File: config.mk
export PLATFORM = sky130hd
export DESIGN_NAME = byte_stream_hash_two_mode_top
export DESIGN_NICKNAME = d
export VERILOG_FILES = /design/src/hdl/bsh_pkg.sv /design/src/hdl/byte_stream_hash_two_mode_top.sv
export SDC_FILE = /design/constraint.sdc
export NUM_CORES = 1
export LEC_CHECK = 0
export BUFFER_PORTS_ARGS = -buffer_cell sky130_fd_sc_hd__buf_2
export CORE_ASPECT_RATIO = 1.25
export CORE_UTILIZATION = 30
export DETAILED_ROUTE_END_ITERATION = 6
export MAX_ROUTING_LAYER = met4
export PLACE_DENSITY = 0.43
export SLEW_MARGIN = 20
export SYNTH_ARGS = -nofsm -noshare
export SYNTH_HDL_FRONTEND = slang
export SYNTH_SLANG_ARGS = --single-unit
export TNS_END_PERCENT = 30
File: constraint.sdc
create_clock -name clk -period 12.37 [get_ports clk]
set_input_delay 0.6185 -clock clk [delete_from_list [all_inputs] [get_ports clk]]
set_output_delay 0.6185 -clock clk [all_outputs]
set_load 0.1 [all_outputs]
File: src/hdl/bsh_pkg.sv
// Package with constants and hash step functions for the byte stream hash.
`default_nettype none

package bsh_pkg;

  localparam int HASH_W = 64;
  localparam int BYTE_W = 8;
  localparam int MAX_STRING_CHARS_DEF = 1000;

  localparam logic MODE_SIZED  = 1'b0;
  localparam logic MODE_STRING = 1'b1;

  localparam int OAT_SHL   = 10;
  localparam int OAT_SHR   = 6;
  localparam int FIN_SHL_A = 3;
  localparam int FIN_SHR   = 11;
  localparam int FIN_SHL_B = 15;
  localparam int MUL_SHL   = 5;

  typedef logic [HASH_W-1:0] hash_t;
  typedef logic [BYTE_W-1:0] byte_t;

  function automatic hash_t sext_byte(input byte_t b);
    sext_byte = {{(HASH_W-BYTE_W){b[BYTE_W-1]}}, b};
  endfunction

  function automatic hash_t oat_step(input hash_t h, input hash_t v);
    hash_t a;
    hash_t m;
    a = h + v;
    m = a + (a << OAT_SHL);
    oat_step = m ^ (m >> OAT_SHR);
  endfunction

  function automatic hash_t mul31_step(input hash_t h, input hash_t v);
    hash_t s;
    s = (h << MUL_SHL) - h + v;
    mul31_step = (s == '1) ? '0 : s;
  endfunction

  function automatic hash_t final_mix_a(input hash_t h);
    hash_t a;
    a = h + (h << FIN_SHL_A);
    final_mix_a = a ^ (a >> FIN_SHR);
  endfunction

  function automatic hash_t final_mix_b(input hash_t h);
    final_mix_b = h + (h << FIN_SHL_B);
  endfunction

endpackage

`default_nettype wire

File: src/hdl/byte_stream_hash_two_mode_top.sv
// Top level of the two-mode byte stream hash with its pipeline and running state.
`default_nettype none

// The block takes one message byte per cycle while in_stall is low and keeps a
// 64-bit running hash. In sized mode (cfg 0) it runs the one-at-a-time hash
// and applies the final mix after the byte flagged as last. In string mode
// (cfg 1) it computes hash * 31 + byte, a zero byte or the byte flagged as last
// ends the message (a zero byte without being hashed), and bytes past
// MAX_STRING_CHARS are ignored. Bytes are sign-extended before use. The
// running-hash register is updated once per accepted byte. The hash of a
// finished message passes the input register, the result register and the two
// final-mix stages before it appears at the output; while a result waits to be
// taken, the pipeline keeps accepting bytes until its result stages are full.

module byte_stream_hash_two_mode_top #(
  parameter int MAX_STRING_CHARS = bsh_pkg::MAX_STRING_CHARS_DEF
) (
  input  wire logic                      clk,
  input  wire logic                      rst_n,
  input  wire logic                      cfg_wr_en,
  input  wire logic                      cfg_wr_data,
  input  wire logic                      in_valid,
  output logic                           in_stall,
  input  wire logic [bsh_pkg::BYTE_W-1:0] in_data_byte,
  input  wire logic                      in_end_of_data,
  output logic                           out_valid,
  input  wire logic                      out_stall,
  output logic [bsh_pkg::HASH_W-1:0]     out_hash_value
);

  localparam int CntW = $clog2(MAX_STRING_CHARS + 1);

  logic                mode_r;
  logic                s0_v_r;
  bsh_pkg::byte_t      s0_byte_r;
  logic                s0_last_r;
  logic                s0_mode_r;
  bsh_pkg::hash_t      hash_r;
  bsh_pkg::hash_t      hash_nxt;
  logic [CntW-1:0]     cnt_r;
  logic [CntW-1:0]     cnt_nxt;
  logic                r1_v_r;
  bsh_pkg::hash_t      r1_hash_r;
  logic                r1_mix_r;
  logic                r2_v_r;
  bsh_pkg::hash_t      r2_hash_r;
  logic                r2_mix_r;
  logic                out_valid_r;
  bsh_pkg::hash_t      out_hash_r;

  logic                rdy1;
  logic                rdy2;
  logic                rdy3;
  logic                fire1;
  logic                done;
  logic                res_mix;
  bsh_pkg::hash_t      res_hash;
  bsh_pkg::hash_t      byte_ext;
  bsh_pkg::hash_t      upd_hash;

  assign rdy3  = !out_valid_r || !out_stall;
  assign rdy2  = !r2_v_r || rdy3;
  assign rdy1  = !r1_v_r || rdy2;
  assign fire1 = s0_v_r && rdy1;

  assign in_stall       = s0_v_r && !rdy1;
  assign out_valid      = out_valid_r;
  assign out_hash_value = out_hash_r;

  assign byte_ext = bsh_pkg::sext_byte(s0_byte_r);

  always_comb begin
    hash_nxt = hash_r;
    cnt_nxt  = cnt_r;
    done     = 1'b0;
    res_mix  = 1'b0;
    res_hash = hash_r;
    upd_hash = hash_r;
    if (s0_mode_r == bsh_pkg::MODE_SIZED) begin
      upd_hash = bsh_pkg::oat_step(hash_r, byte_ext);
      hash_nxt = upd_hash;
      res_hash = upd_hash;
      res_mix  = 1'b1;
      done     = s0_last_r;
    end else if (s0_byte_r == '0) begin
      done = 1'b1;
    end else begin
      if (cnt_r < CntW'(MAX_STRING_CHARS)) begin
        upd_hash = bsh_pkg::mul31_step(hash_r, byte_ext);
        hash_nxt = upd_hash;
        cnt_nxt  = cnt_r + CntW'(1);
      end
      res_hash = upd_hash;
      done     = s0_last_r;
    end
    if (done) begin
      hash_nxt = '0;
      cnt_nxt  = '0;
    end
  end

  always_ff @(posedge clk) begin
    if (!rst_n) begin
      mode_r <= bsh_pkg::MODE_SIZED;
    end else if (cfg_wr_en) begin
      mode_r <= cfg_wr_data;
    end
  end

  always_ff @(posedge clk) begin
    if (!rst_n) begin
      s0_v_r <= 1'b0;
    end else if (!s0_v_r || rdy1) begin
      s0_v_r <= in_valid;
    end
  end

  always_ff @(posedge clk) begin
    if ((!s0_v_r || rdy1) && in_valid) begin
      s0_byte_r <= in_data_byte;
      s0_last_r <= in_end_of_data;
      s0_mode_r <= mode_r;
    end
  end

  always_ff @(posedge clk) begin
    if (!rst_n) begin
      hash_r <= '0;
      cnt_r  <= '0;
    end else if (fire1) begin
      hash_r <= hash_nxt;
      cnt_r  <= cnt_nxt;
    end
  end

  always_ff @(posedge clk) begin
    if (!rst_n) begin
      r1_v_r      <= 1'b0;
      r2_v_r      <= 1'b0;
      out_valid_r <= 1'b0;
    end else begin
      if (rdy1) begin
        r1_v_r <= fire1 && done;
      end
      if (rdy2) begin
        r2_v_r <= r1_v_r;
      end
      if (rdy3) begin
        out_valid_r <= r2_v_r;
      end
    end
  end

  always_ff @(posedge clk) begin
    if (rdy1) begin
      r1_hash_r <= res_hash;
      r1_mix_r  <= res_mix;
    end
    if (rdy2) begin
      r2_hash_r <= r1_mix_r ? bsh_pkg::final_mix_a(r1_hash_r) : r1_hash_r;
      r2_mix_r  <= r1_mix_r;
    end
    if (rdy3) begin
      out_hash_r <= r2_mix_r ? bsh_pkg::final_mix_b(r2_hash_r) : r2_hash_r;
    end
  end

  a_clear_after_done: assert property (@(posedge clk) disable iff (!rst_n)
    fire1 && done |=> hash_r == '0 && cnt_r == '0)
    else $error("running hash not cleared after message end");

  a_cnt_limit: assert property (@(posedge clk) disable iff (!rst_n)
    cnt_r <= CntW'(MAX_STRING_CHARS))
    else $error("character count beyond limit");

  a_result_held: assert property (@(posedge clk) disable iff (!rst_n)
    r2_v_r && !rdy3 |=> r2_v_r && $stable(r2_hash_r))
    else $error("mix stage lost a result under stall");

  a_state_frozen: assert property (@(posedge clk) disable iff (!rst_n)
    !fire1 |=> $stable(hash_r) && $stable(cnt_r))
    else $error("running state changed without an item");

endmodule

`default_nettype wire
---- Yosys cells after proc, flatten, opt, wreduce, memory -nomap -nowiden ----
Cells that the tools add are included.
word-level totals
  register bits after elaboration ......... 283
  latch bits .............................. 0
  RAM bits ................................ 0
  memory bits (read-only) ................. 0
  input port bits ......................... 15
  output and inout bits ................... 66
  logic and storage cells ................. 59
  memories kept ........................... 0
operators by class
  $add $sub $neg .......................... 7
  multipliers ............................. 0
  div/mod/pow operators ................... 0
  magnitude comparators ................... 1
  eq/ne operators ......................... 2
  shifts and indexed selects .............. 0
  multiplexer cells ....................... 14
  bitwise logic cells ..................... 2
  reductions and logical operators ........ 18
operators with widths
  cell                                                              number
  64-bit 2-to-1 mux                                                 7
  64-bit adder                                                      5
  64-bit equality test (second input constant)                      1
  64-bit subtractor                                                 1
  64-bit by 53-bit bitwise XOR with 64-bit output                   1
  64-bit by 58-bit bitwise XOR with 64-bit output                   1
  10-bit 2-to-1 mux                                                 4
  10-bit by 1-bit adder with 10-bit output (second input constant)  1
  10-bit less-than comparator (second input constant)               1
  8-bit zero test                                                   1
  1-bit zero test                                                   6
  1-bit logical AND                                                 4
  1-bit logical OR                                                  4
  4-bit AND reduction                                               1
  2-bit nonzero test                                                2
  1-bit 2-to-1 mux                                                  3
  2-bit != test (second input constant)                             1

---- Longest topological paths before layout ----
  depth in word-level cells ............... 8
  depth in mapped cells ................... 31
  mapped depth without buffers ............ 31

---- Worst setup path before layout ----
Ideal clock, no wire load.
  path type ............................... register to register
  start point ............................. register s0_byte_r[7]
  end point ............................... register hash_r[22]
  setup time .............................. 0.117 ns
  data arrival time ....................... 10.368 ns
  data required time ...................... 12.253 ns
  path slack .............................. 1.885 ns
  cell stages (with the launch flop) ...... 23
  path buffers ............................ 3
  clock period less this slack ............ 10.485 ns
  cells stage by stage .................... edfxtp_1 inv_1 fa_1 inv_1 ha_1 buf_2 a21o_1 a211o_1 a211oi_2 a211oi_2 o211ai_2 nor2_1 or4b_1 or4b_1 nor4_1 nand4_1 nor4_4 nor2_1 buf_2 buf_6 a22oi_2 a21oi_1 a22o_1
between the ends
  cells in the longest elaborated chain, start to end .. 7
  elaborated cells between the ends (all ways) .. 13
  those cells by class .................... 3 x add/sub; 1 x eq/ne; 7 x mux; 1 x bitwise; 1 x reduce/logical
RTL lines
  element                                                               line                                  RTL
  from (decl)                                                           byte_stream_hash_two_mode_top.sv:35   bsh_pkg::byte_t s0_byte_r;
  from (signal assigned)                                                byte_stream_hash_two_mode_top.sv:120  s0_byte_r <= in_data_byte;
  parallel branches: the longest is 5 deep, another holds 64-bit adder  n/a
  64-bit 2-to-1 mux (*)                                                 byte_stream_hash_two_mode_top.sv:79   if (s0_mode_r == bsh_pkg::MODE_SIZED) begin
  named net res_hash[22]                                                byte_stream_hash_two_mode_top.sv:57   bsh_pkg::hash_t res_hash;
  64-bit 2-to-1 mux (*)                                                 byte_stream_hash_two_mode_top.sv:96   if (done) begin
  to (signal assigned)                                                  byte_stream_hash_two_mode_top.sv:131  hash_r <= hash_nxt;
  to (decl)                                                             byte_stream_hash_two_mode_top.sv:38   bsh_pkg::hash_t hash_r;
Mark *: on every way through the listed nets, which the timed path passes.
A chain may end at the register's enable or synchronous reset.

---- Worst setup path in the final report ----
  start point ............................. register s0_byte_r[7]
  end point ............................... register hash_r[57]
The elaborated chain is that of the path after synthesis.

==> metrics.md <==
| Metric | Value |
|---|---|
| Synth Register Bits | around 280 |
| WP depth | 25 |
| Cell Area, Synth | roughly 31000 µm² |
| Iteration-0 DRC Markers | 1330 |
| CTS tree | yes |
| Relative slew slack | about a quarter |
| Max stage delay on crit path | a little under 800 ps |
| WL/cell | 21.7 µm |
| Global route total overflow | 0 |
| Layout Utilization | around 33% |
| DRC errors left | 0 |
| CP Launch Type | flop |
| Hold crit path type | input port to flop |
| Total negative setup slack | 0 ps |
| Longest Clk Path Bufs | 3 |
| Synth Area in XOR/XNOR | ~11% |
| Min-Delay Startpoint | in_data_byte[1] |
| Post-synth top flop | edfxtp_1 |
| Worst Max-Slew Pin Slew | roughly 1100 ps |
| Nets | between 4000 and 5000 |
| Vias/cell | about 5.3 |
| Detailed placement HPWL | ~90 mm |
| R2R depth | 25 |
| Number of synthesis warnings | 0 |
| DRT Pass-1 Iters | 5 |
| I/O Pins | 81 |
| Avg Inst Size Synth | between 8 and 9 µm² |
| Clk slew on worst S/H paths | 60 ps |
| Root Buffer | clkbuf_16 |
| Asr flop ratio synth | 0% |
| Hold depth | 1 |
| Post-Syn Instances | 3608 |
| Final period utilization | between 60% and 70% |
| Worst R2R Setup Slack | 3850 ps |
| Standard-cell rows | 131 |
| Critical path's top delay family | compound AO/OA/AOI/OAI gates |
| Vias | around 26000 |
| Hold Path Sink | s0_byte_r[1] |
| Syn nets | ~4000 |
| Die X | about 290 µm |
| Clock period minus final worst setup slack | roughly 8500 ps |
| RSZ-0062 raised after global routing | false |
| Largest family of logic cells by synthesized area | compound AO/OA/AOI/OAI gates |
| Post-synthesis adder-cell area fraction | around 18% |
| CTS sink count | 283 |
| Max FO, Critical Path | 37 |
| Ant. Diodes | 0 |
| Max-cap violations | 0 |
| Final setup margin | between 3000 and 4000 ps |
| WL final | approximately 110 mm |
| P&R area growth vs syn | 9.76% |
| Worst Clk Skew | 24.6 ps |
| Pre-CTS WS | between 4000 and 5000 ps |
| Setup Buffers After CTS | 0 |
| Mux contribution to synthesized area | around 2.6% |
| H-tree levels | 2 |
| Met3 routed WL | approximately 3.8 mm |
| Slowest CP cell | o21ai_0 |
| Worst hold slack | about 200 ps |
| Initial core utilization | 30.4% |
| Cts bufs inserted | 37 |
| Die Area | ~110000 µm² |
| Sequential area share after synthesis | between 20% and 30% |
| Max Clk Rate | around 0.12 GHz |
| Number of enable flip-flop cells after synthesis | just over 200 |
| Highest Signal Layer | met4 |
| Complex-gate fraction of the synthesized area | between 20% and 30% |
| Cell variety after synth | 94 |
| Final Hold Fails | 0 |
| Post-Synth Simple-Gate Area | between 10% and 20% |
| Number of setup violations in the final report | 0 |
| Fraction of layout cells with a size suffix above 1 | 7.64% |
| IO buf count | 80 |
| Crit. End Element | flop |
| Arr. time, crit path | approximately 9000 ps |
| Post-detailed-route count of antenna-violating nets | 0 |
| Largest net degree at the start of global routing | 90 |
| Die height | 362 µm |
| Met2 Wirelength | between 50 and 60 mm |
| Gp weighted congestion | between 0.9 and 1 |
| CP Buf/Inv Count | 1 |
| Max-slew violations | 0 |
| Worst r2r dst | hash_r[57] |
| Initial antenna violation count | 1 |
| Reg-to-reg critical path startpoint | s0_byte_r[7] |
| Worst-Skew Late Latency | between 500 and 600 ps |
| Worst Path Required | around 13000 ps |
| Status | completed |
| Crit Path Class | flop to flop |
| Post_cts resized | 0 |
| First-pass GRT wire length | roughly 160 mm |
| CORE AREA | around 100000 µm² |
| Met1 wire length | ~48 mm |
| Cts hold-fix bufs | 0 |
| Total GRT Usage | ~21% |
| Most frequent CP cell | o21ai_0 |
| Vias in the first global route | 26286 |
[through the flow]
stage,cell area [µm²],instances
3_5_place_dp,32900,4914
4_1_cts,34200,4982
5_1_grt,34200,4982
3_3_place_gp,32900,4914
6_report,34200,4982
2_1_floorplan,31100,3608
[logic make-up (layout without fill, tap and decap cells)]
| kind of cell | count (synthesis) | after routing |
|---|---|---|
| adder cells (fa/ha/maj) | 417 | 417 |
| AND/OR/NAND/NOR | 886 | 886 |
| flip-flops | 283 | 283 |
| AO/OA/AOI/OAI | 1128 | 1128 |
| buffers and inverters | 438 | 482 |
| XOR/XNOR | 384 | 384 |
| multiplexers | 72 | 72 |
[sequential cells by signal, indices dropped and copies added (netlist names)]
signal,cells
r2_hash_r,64
s0_mode_r,1
hash_r,64
out_hash_value,64
mode_r,1
r1_hash_r,64
r2_v_r,1
r1_mix_r,1
r2_mix_r,1
s0_last_r,1
s0_byte_r,8
r1_v_r,1
cnt_r,10
out_valid,1
s0_v_r,1
[cell type report]
| cell class | instances | area (µm²) |
|---|---|---|
| inverter | 316 | 1190 |
| multi-input combinational | 2887 | 21800 |
| tap | 1330 | 1660 |
| sequential | 283 | 7710 |
| timing repair buffer | 98 | 536 |
| clock buffer | 51 | 1060 |
| fill | 10735 | 68300 |
| clock inverter | 17 | 240 |
[cell usage after synthesis, drive strengths merged, types with 59 or more instances]
cell type  instances  area share, %
mux2              65            2.4
clkbuf            99            1.2
dfxtp             79            5.1
inv              315            3.8
xnor2            255            7.2
fa                63            4.1
a21oi            365            5.9
xor2             126            3.5
nand3             59           0.95
nand2            177            2.1
o21ai            147            2.4
edfxtp           204             20
a21o             125            3.0
a22o              63            1.8
nor2             295            3.6
ha               348             14
[routing by layer]
metal  track usage [%]  vias up
met5                 -        -
met2              34.7      563
met4              8.63        0
met1              25.1    12507
li1                  -    13140
met3              1.95      172
[placed cells by master, fill, tap and decap left out, types with 59 or more instances in the layout]
cell type	synthesis	final
nand3_1	59	59
edfxtp_1	204	204
inv_1	314	312
xor2_1	126	126
nand2_1	177	174
o21ai_0	135	135
xnor2_1	254	254
fa_1	63	63
mux2_2	65	65
a21o_1	125	125
ha_1	348	348
a21oi_1	365	365
dfxtp_1	79	79
buf_2	16	80
a22o_1	63	63
nor2_1	295	294
[worst max path at each step]
stage,startpoint,to
3_3_place_gp,s0_byte_r[1],hash_r[57]
6_report,s0_byte_r[7],hash_r[57]
5_1_grt,s0_byte_r[7],hash_r[57]
4_1_cts,s0_byte_r[7],hash_r[57]
2_1_floorplan,s0_byte_r[7],hash_r[22]
3_5_place_dp,s0_byte_r[7],hash_r[57]
Power is not shown: default switching activity piles up to over one toggle a cycle in this logic, so the estimate is an artifact.
